[config.mk]
export PLATFORM = sky130hd
export DESIGN_NAME = source_tokenizer
export DESIGN_NICKNAME = d
export VERILOG_FILES = /design/src/hdl/srctok_pkg.sv /design/src/hdl/source_tokenizer.sv
export SDC_FILE = /design/constraint.sdc
export NUM_CORES = 2
export LEC_CHECK = 0
export ABC_AREA = 1
export BUFFER_PORTS_ARGS = -buffer_cell sky130_fd_sc_hd__buf_2
export CAP_MARGIN = 25
export CORE_MARGIN = 2
export CORE_UTILIZATION = 33
export CTS_CLUSTER_SIZE = 8
export DETAILED_ROUTE_END_ITERATION = 7
export GPL_ROUTABILITY_DRIVEN = 0
export HOLD_SLACK_MARGIN = 0.06
export SYNTH_ARGS = -nofsm -noshare
export SYNTH_HDL_FRONTEND = slang
export SYNTH_SLANG_ARGS = --single-unit
[constraint.sdc]
create_clock -name clk -period 5.7 [get_ports clk]
set_clock_uncertainty 0.2 [all_clocks]
set_input_delay 0.855 -clock clk [delete_from_list [all_inputs] [get_ports clk]]
set_output_delay 0.855 -clock clk [all_outputs]
set_load 0.005 [all_outputs]
[src/hdl/srctok_pkg.sv]
`timescale 1ns / 1ps

package srctok_pkg;

    // default widths of positions (line, column, length) and byte offset
    localparam int POSITION_WIDTH_DEF = 16;
    localparam int OFFSET_WIDTH_DEF   = 32;

    // token buffer: one beat out per cycle while the output is not stalled, up to three tokens per byte
    localparam int QUEUE_DEPTH = 4;
    localparam int QCNT_WIDTH  = $clog2(QUEUE_DEPTH + 1);
    localparam int QIDX_WIDTH  = $clog2(QUEUE_DEPTH);

    localparam logic [7:0] CH_UNDERSCORE = 8'h5F;
    localparam logic [7:0] CH_ASSIGN     = 8'h3D;
    localparam logic [7:0] CH_PLUS       = 8'h2B;
    localparam logic [7:0] CH_STAR       = 8'h2A;
    localparam logic [7:0] CH_SEMI       = 8'h3B;
    localparam logic [7:0] CH_NEWLINE    = 8'h0A;

    typedef enum logic [2:0] {
        KIND_IDENT  = 3'd0,
        KIND_NUMBER = 3'd1,
        KIND_ASSIGN = 3'd2,
        KIND_PLUS   = 3'd3,
        KIND_STAR   = 3'd4,
        KIND_SEMI   = 3'd5,
        KIND_END    = 3'd6
    } kind_t;

    typedef enum logic [2:0] {
        MODE_IDLE   = 3'b001,
        MODE_IDENT  = 3'b010,
        MODE_NUMBER = 3'b100
    } mode_t;

    function automatic logic is_letter(input logic [7:0] c);
        return (c inside {[8'h41:8'h5A], [8'h61:8'h7A], CH_UNDERSCORE});
    endfunction

    function automatic logic is_digit(input logic [7:0] c);
        return (c inside {[8'h30:8'h39]});
    endfunction

endpackage

[src/hdl/source_tokenizer.sv]
`timescale 1ns / 1ps

// channel   | handshake              | payload
// ----------+------------------------+-------------------------------------------
// source in | src_valid / src_stall  | source_char, final_char
// tokens out| tok_valid / tok_stall  | token_kind, token_line, token_column,
//           |                        | token_offset, token_length, last_of_run
//
// one source beat is taken per cycle while src_stall is low; a byte yields zero
// to three tokens, and the token buffer hands out one token beat per cycle while
// tok_stall is low, so the byte rate drops only while tokens back up in the buffer
// scanner state updates in the same cycle a byte is taken; a byte's tokens are
// registered into the token buffer and reach the output ports from its head
// src_stall rises when two or more tokens wait in the four-entry buffer
// reset clears the scanner to line 1, column 1, offset 0 and empties the buffer

module source_tokenizer
    import srctok_pkg::*;
#(
    parameter int POSITION_WIDTH = POSITION_WIDTH_DEF,
    parameter int OFFSET_WIDTH   = OFFSET_WIDTH_DEF
)
(
    input  logic                      clk,
    input  logic                      rst_n,

    input  logic                      src_valid,
    output logic                      src_stall,
    input  logic [7:0]                source_char,
    input  logic                      final_char,

    output logic                      tok_valid,
    input  logic                      tok_stall,
    output logic [2:0]                token_kind,
    output logic [POSITION_WIDTH-1:0] token_line,
    output logic [POSITION_WIDTH-1:0] token_column,
    output logic [OFFSET_WIDTH-1:0]   token_offset,
    output logic [POSITION_WIDTH-1:0] token_length,
    output logic                      last_of_run
);

    localparam logic [POSITION_WIDTH-1:0] POS_ONE  = POSITION_WIDTH'(1);
    localparam logic [POSITION_WIDTH-1:0] POS_ZERO = '0;
    localparam logic [OFFSET_WIDTH-1:0]   OFF_ZERO = '0;

    typedef struct packed {
        kind_t                     kind;
        logic [POSITION_WIDTH-1:0] line;
        logic [POSITION_WIDTH-1:0] column;
        logic [OFFSET_WIDTH-1:0]   offset;
        logic [POSITION_WIDTH-1:0] length;
        logic                      last;
    } token_t;

    function automatic logic [POSITION_WIDTH-1:0] sat_inc(
        input logic [POSITION_WIDTH-1:0] v
    );
        return (&v) ? v : v + POS_ONE;
    endfunction

    // scanner state
    mode_t                     mode_reg, mode_next;
    logic [POSITION_WIDTH-1:0] line_reg, line_next;
    logic [POSITION_WIDTH-1:0] col_reg, col_next;
    logic [OFFSET_WIDTH-1:0]   pos_reg, pos_next;
    logic [POSITION_WIDTH-1:0] open_line_reg, open_line_next;
    logic [POSITION_WIDTH-1:0] open_col_reg, open_col_next;
    logic [OFFSET_WIDTH-1:0]   open_off_reg, open_off_next;
    logic [POSITION_WIDTH-1:0] open_len_reg, open_len_next;

    // token buffer, entry 0 is the head
    token_t                    q_reg [QUEUE_DEPTH];
    token_t                    q_next [QUEUE_DEPTH];
    logic [QCNT_WIDTH-1:0]     cnt_reg, cnt_next;

    logic                      push;
    logic                      pop;

    // candidate tokens of one byte, in emit order:
    // close old token, single-char token, close at end of source, end token
    token_t                    cand [4];
    logic                      cand_v [4];

    assign tok_valid = (cnt_reg != '0);
    assign src_stall = (cnt_reg > QCNT_WIDTH'(1));
    assign push      = src_valid && !src_stall;
    assign pop       = tok_valid && !tok_stall;

    assign token_kind   = q_reg[0].kind;
    assign token_line   = q_reg[0].line;
    assign token_column = q_reg[0].column;
    assign token_offset = q_reg[0].offset;
    assign token_length = q_reg[0].length;
    assign last_of_run  = q_reg[0].last;

    // scanner step
    always_comb
    begin
        logic                      letter;
        logic                      digit;
        logic                      extended;
        logic                      single;
        kind_t                     single_kind;
        mode_t                     mid_mode;
        logic [POSITION_WIDTH-1:0] mid_line;
        logic [POSITION_WIDTH-1:0] mid_col;
        logic [OFFSET_WIDTH-1:0]   mid_off;
        logic [POSITION_WIDTH-1:0] mid_len;
        logic [POSITION_WIDTH-1:0] adv_line;
        logic [POSITION_WIDTH-1:0] adv_col;
        logic [OFFSET_WIDTH-1:0]   adv_pos;

        letter = is_letter(source_char);
        digit  = is_digit(source_char);

        case (mode_reg)
            MODE_IDENT:  extended = letter || digit;
            MODE_NUMBER: extended = digit;
            default:     extended = 1'b0;
        endcase

        // closing the open token
        cand_v[0]      = !extended && (mode_reg == MODE_IDENT || mode_reg == MODE_NUMBER);
        cand[0].kind   = (mode_reg == MODE_IDENT) ? KIND_IDENT : KIND_NUMBER;
        cand[0].line   = open_line_reg;
        cand[0].column = open_col_reg;
        cand[0].offset = open_off_reg;
        cand[0].length = open_len_reg;
        cand[0].last   = 1'b0;

        mid_mode = mode_reg;
        mid_line = open_line_reg;
        mid_col  = open_col_reg;
        mid_off  = open_off_reg;
        mid_len  = open_len_reg;
        if (extended)
        begin
            mid_len = sat_inc(open_len_reg);
        end
        else if (letter || digit)
        begin
            mid_mode = digit ? MODE_NUMBER : MODE_IDENT;
            mid_line = line_reg;
            mid_col  = col_reg;
            mid_off  = pos_reg;
            mid_len  = POS_ONE;
        end
        else
        begin
            mid_mode = MODE_IDLE;
        end

        // single-character tokens
        single      = 1'b1;
        single_kind = KIND_ASSIGN;
        case (source_char)
            CH_ASSIGN: single_kind = KIND_ASSIGN;
            CH_PLUS:   single_kind = KIND_PLUS;
            CH_STAR:   single_kind = KIND_STAR;
            CH_SEMI:   single_kind = KIND_SEMI;
            default:   single      = 1'b0;
        endcase

        cand_v[1]      = !extended && single;
        cand[1].kind   = single_kind;
        cand[1].line   = line_reg;
        cand[1].column = col_reg;
        cand[1].offset = pos_reg;
        cand[1].length = POS_ONE;
        cand[1].last   = 1'b0;

        // position advance
        if (source_char == CH_NEWLINE)
        begin
            adv_line = sat_inc(line_reg);
            adv_col  = POS_ONE;
        end
        else
        begin
            adv_line = line_reg;
            adv_col  = sat_inc(col_reg);
        end
        adv_pos = pos_reg + OFFSET_WIDTH'(1);

        // end of source: flush the open token, then the end marker
        cand_v[2]      = final_char && (mid_mode == MODE_IDENT || mid_mode == MODE_NUMBER);
        cand[2].kind   = (mid_mode == MODE_IDENT) ? KIND_IDENT : KIND_NUMBER;
        cand[2].line   = mid_line;
        cand[2].column = mid_col;
        cand[2].offset = mid_off;
        cand[2].length = mid_len;
        cand[2].last   = 1'b0;

        cand_v[3]      = final_char;
        cand[3].kind   = KIND_END;
        cand[3].line   = adv_line;
        cand[3].column = adv_col;
        cand[3].offset = adv_pos;
        cand[3].length = POS_ZERO;
        cand[3].last   = 1'b1;

        // last beat of the run when nothing follows
        cand[0].last = !cand_v[1] && !final_char;
        cand[1].last = !final_char;

        if (final_char)
        begin
            mode_next      = MODE_IDLE;
            line_next      = POS_ONE;
            col_next       = POS_ONE;
            pos_next       = OFF_ZERO;
            open_line_next = POS_ONE;
            open_col_next  = POS_ONE;
            open_off_next  = OFF_ZERO;
            open_len_next  = POS_ZERO;
        end
        else
        begin
            mode_next      = mid_mode;
            line_next      = adv_line;
            col_next       = adv_col;
            pos_next       = adv_pos;
            open_line_next = mid_line;
            open_col_next  = mid_col;
            open_off_next  = mid_off;
            open_len_next  = mid_len;
        end
    end

    // token buffer: pop head, then append this byte's tokens in order
    always_comb
    begin
        logic [QCNT_WIDTH-1:0] idx;

        for (int i = 0; i < QUEUE_DEPTH; i++)
        begin
            if (pop && i < QUEUE_DEPTH - 1)
            begin
                q_next[i] = q_reg[i + 1];
            end
            else
            begin
                q_next[i] = q_reg[i];
            end
        end

        idx = cnt_reg - (pop ? QCNT_WIDTH'(1) : QCNT_WIDTH'(0));
        if (push)
        begin
            for (int j = 0; j < 4; j++)
            begin
                if (cand_v[j])
                begin
                    q_next[idx[QIDX_WIDTH-1:0]] = cand[j];
                    idx = idx + QCNT_WIDTH'(1);
                end
            end
        end
        cnt_next = idx;
    end

    always_ff @(posedge clk or negedge rst_n)
    begin
        if (!rst_n)
        begin
            mode_reg      <= MODE_IDLE;
            line_reg      <= POS_ONE;
            col_reg       <= POS_ONE;
            pos_reg       <= OFF_ZERO;
            open_line_reg <= POS_ONE;
            open_col_reg  <= POS_ONE;
            open_off_reg  <= OFF_ZERO;
            open_len_reg  <= POS_ZERO;
            cnt_reg       <= '0;
        end
        else
        begin
            cnt_reg <= cnt_next;
            if (push)
            begin
                mode_reg      <= mode_next;
                line_reg      <= line_next;
                col_reg       <= col_next;
                pos_reg       <= pos_next;
                open_line_reg <= open_line_next;
                open_col_reg  <= open_col_next;
                open_off_reg  <= open_off_next;
                open_len_reg  <= open_len_next;
            end
        end
    end

    // buffer payload, no reset needed
    always_ff @(posedge clk)
    begin
        for (int i = 0; i < QUEUE_DEPTH; i++)
        begin
            q_reg[i] <= q_next[i];
        end
    end

endmodule
==> flow_summary.json <==
{
  "critical_path.reg2reg.endpoint": "q_reg[2][26]$_DFF_P_",
  "tritoncts_num_sinks": 486,
  "cts-buffers-inserted": 72,
  "cap_viol_max_count": 0,
  "achievable-frequency_mhz": 201,
  "vias_in_the_first_global_route": 45948,
  "port_buffers": 98,
  "flip_flop_count_of_the_largest_register_after_layout": 336,
  "syn_nets": 7280,
  "cts_buffer_depth": 3,
  "clockRootBuffer": "sky130_fd_sc_hd__clkbuf_16",
  "synth-warning-count": 0,
  "r2r.worst_path.cells": 26,
  "final_cell_area_sq_mm": 0.0453,
  "p_per_area_mw_per_mm2": 543,
  "netlist_instances": 7244,
  "starting_density_of_the_core_pct": 33.3,
  "die_width_um": 358,
  "layout-drive-gt1-share_pct": 5.22,
  "fin_nets": 7029,
  "ys_top_cells_by_area": "sky130_fd_sc_hd__nand2_1 24%, sky130_fd_sc_hd__nand3_1 13%, sky130_fd_sc_hd__dfxtp_1 12%",
  "start_kind": "register",
  "crit_path_end_kind": "register",
  "path_clk_slew_ps": 60,
  "synthDominantAreaCellType": "sky130_fd_sc_hd__nand2_1",
  "worst_path_fanout_max": 102,
  "grt_overflow_total": 0,
  "required_ps": 6020,
  "vias": 49798,
  "tightest_slew_ps": 1190,
  "antenna_left": 0,
  "detailed_place_hpwl_mm": 101,
  "core_region_area_sq_mm": 0.124,
  "insertion_delay_ps": 650,
  "drc": 0,
  "antenna_found_initial": 5,
  "worst-r2r-setup-slack_ps": 710,
  "cts.repair.resized": 0,
  "cts_tree": "built",
  "slew_headroom_pct": 20.7,
  "synth.distinct_cells": 42,
  "synth_flop_cell": "sky130_fd_sc_hd__dfxtp_1",
  "outcome": "finished clean",
  "std_cell_rows": 129,
  "placedInstanceArea_sq_mm": 0.0431,
  "post-cts-setup-buffer-count": 0,
  "detail_route.vias_per_cell": 5.73,
  "synth_top_cell_area_share_pct": 23.6,
  "floorplan.die_area_sq_mm": 0.128,
  "drt-wirelength-per-cell_um": 21.2,
  "critical_path_class": "register to register",
  "setup_tns_ps": 0,
  "wire_length_of_the_first_global_routing_pass_mm": 279,
  "r2r_start": "cnt_reg[1]$_DFF_PN0_",
  "ios": 99,
  "report.final.hold_viol_count": 0,
  "grt_max_degree": 194,
  "power_leakage_nw": 23.3,
  "postCtsHoldBufs": 0,
  "synth_seq_area_share_pct": 27.5,
  "vdd.ir_drop.worst_mv": 0.555,
  "synthesis.area_sq_mm": 0.0413,
  "synth-edff-count": 84,
  "setup_violations_final": 0,
  "synth.avg_cell_area_sq_um": 5.70,
  "worstHoldPathType": "input pin to async pin",
  "htree_levels": 3,
  "asyncSetResetFlopFracSynth_pct": 30.9,
  "routed_wirelength_mm": 185,
  "drt_iter0_drc": 6704,
  "yosys_register_bits": 486,
  "arrival_ps": 5310,
  "final_period_util_pct": 87.5,
  "dr.pass1.iters": 6,
  "die_h_um": 358,
  "period_needed_ps": 4990,
  "syn_to_final_growth_pct": 9.74,
  "final_max_slew_viol_count": 0,
  "global_route.usage.total_pct": 27.8,
  "grt_setup_unrepaired": "no",
  "final.hold.worst_slack_ps": 64.2
}
-- per-layer routing --
layer | up-vias | wire length, um | GRT usage [%]
li1 | 22971 | - | -
met1 | 22973 | 73900 | 36.7
met2 | 3195 | 79500 | 43.1
met3 | 657 | 22000 | 5.89
met4 | 2 | 9120 | 13.5
met5 | - | 10 | 0
-- layout by cell type (no fill, tap or decap), drive strengths merged, types with 183 or more instances in the layout --
| master | netlist | layout |
|---|---|---|
| buf | 186 | 204 |
| and2 | 183 | 183 |
| nand2 | 2602 | 2602 |
| dfxtp | 252 | 252 |
| a21oi | 291 | 291 |
| inv | 783 | 780 |
| o21ai | 450 | 450 |
| nor2 | 279 | 279 |
| nand3 | 1085 | 1085 |
| nand4 | 218 | 218 |
-- per-stage QoR --
step / std cells / power [W] / setup WS [ps] / util [%]
global route: 8684 / 0.0265 / 402 / 36.5
finish: 8685 / 0.0246 / 713 / 36.5
global placement: 8554 / 0.0197 / 509 / 34.8
CTS: 8683 / 0.0242 / 767 / 36.5
floorplan: 7244 / 0.0156 / 26.8 / -
detailed placement: 8555 / 0.0199 / 443 / 34.8
-- cell families (layout without fill, tap and decap cells) --
logic type,after synthesis,count (layout),share of synthesized area [%]
AO/OA/AOI/OAI,928,928,12.0
XOR/XNOR,27,27,0.573
adder cells (fa/ha/maj),23,23,0.698
buffers and inverters,1328,1131,12.4
flip-flops,486,486,27.5
multiplexers,2,2,0.0485
other,0,1,0
AND/OR/NAND/NOR,4450,4450,46.8
-- area by class of cell --
class / count / area (sq um)
Multi-Input combinational cell: 5430 / 25000
Sequential cell: 486 / 11300
Clock inverter: 4 / 71.3
Clock buffer: 124 / 2040
Fill cell: 13623 / 78700
Timing Repair Buffer: 205 / 1790
Inverter: 798 / 3030
Antenna cell: 1 / 2.50
Tap cell: 1637 / 2050
-- power by group --
group,internal [W],switching [W]
Sequential,0.00497,0.000805
Combinational,0.00476,0.00975
Clock,0.00246,0.00182
-- cell usage after synthesis (20+ instances only) --
cell,n
sky130_fd_sc_hd__nor3_1,39
sky130_fd_sc_hd__o22ai_1,126
sky130_fd_sc_hd__a21oi_1,291
sky130_fd_sc_hd__edfxtp_1,84
sky130_fd_sc_hd__o21ai_0,397
sky130_fd_sc_hd__nand2_1,2596
sky130_fd_sc_hd__inv_2,20
sky130_fd_sc_hd__clkbuf_1,344
sky130_fd_sc_hd__buf_2,100
sky130_fd_sc_hd__dfxtp_1,252
sky130_fd_sc_hd__nand3_1,1082
sky130_fd_sc_hd__buf_1,85
sky130_fd_sc_hd__and2_1,183
sky130_fd_sc_hd__inv_1,763
sky130_fd_sc_hd__ha_1,23
sky130_fd_sc_hd__xor2_1,25
sky130_fd_sc_hd__nor2_1,273
sky130_fd_sc_hd__dfrtp_1,145
sky130_fd_sc_hd__o21ai_1,53
sky130_fd_sc_hd__nand4_1,218
sky130_fd_sc_hd__o211ai_1,46
-- how the worst max path moves through the flow --
stage	startpoint	endpoint	slack, ps
2_1_floorplan	tok_stall	q_reg[2][4]$_DFF_P_	30
3_3_place_gp	tok_stall	q_reg[2][28]$_DFF_P_	510
3_5_place_dp	tok_stall	q_reg[1][55]$_DFF_P_	440
4_1_cts	cnt_reg[2]$_DFF_PN0_	q_reg[2][26]$_DFF_P_	770
5_1_grt	cnt_reg[1]$_DFF_PN0_	q_reg[2][1]$_DFF_P_	400
6_report	cnt_reg[1]$_DFF_PN0_	q_reg[2][26]$_DFF_P_	710
-- worst max-delay path: stages, from the launching register on --
cell,delay (ps)
sky130_fd_sc_hd__dfrtp_1,390
sky130_fd_sc_hd__nor2_1,230
sky130_fd_sc_hd__nand2_4,110
sky130_fd_sc_hd__nand2_4,70
sky130_fd_sc_hd__inv_1,50
sky130_fd_sc_hd__ha_1,170
sky130_fd_sc_hd__ha_1,290
sky130_fd_sc_hd__inv_1,60
sky130_fd_sc_hd__ha_2,300
sky130_fd_sc_hd__inv_1,30
sky130_fd_sc_hd__o21ai_1,170
sky130_fd_sc_hd__inv_1,90
sky130_fd_sc_hd__ha_1,310
sky130_fd_sc_hd__o21ai_2,210
sky130_fd_sc_hd__inv_1,90
sky130_fd_sc_hd__ha_1,290
sky130_fd_sc_hd__or2_2,300
sky130_fd_sc_hd__nand2_1,140
sky130_fd_sc_hd__inv_1,80
sky130_fd_sc_hd__ha_1,230
sky130_fd_sc_hd__nand2_4,90
sky130_fd_sc_hd__buf_12,490
sky130_fd_sc_hd__o21ai_0,200
sky130_fd_sc_hd__inv_1,90
sky130_fd_sc_hd__nand2_1,50
sky130_fd_sc_hd__nand2_1,50
sky130_fd_sc_hd__nand2_1,50
No activity file was read; power rests on OpenSTA's default activity.
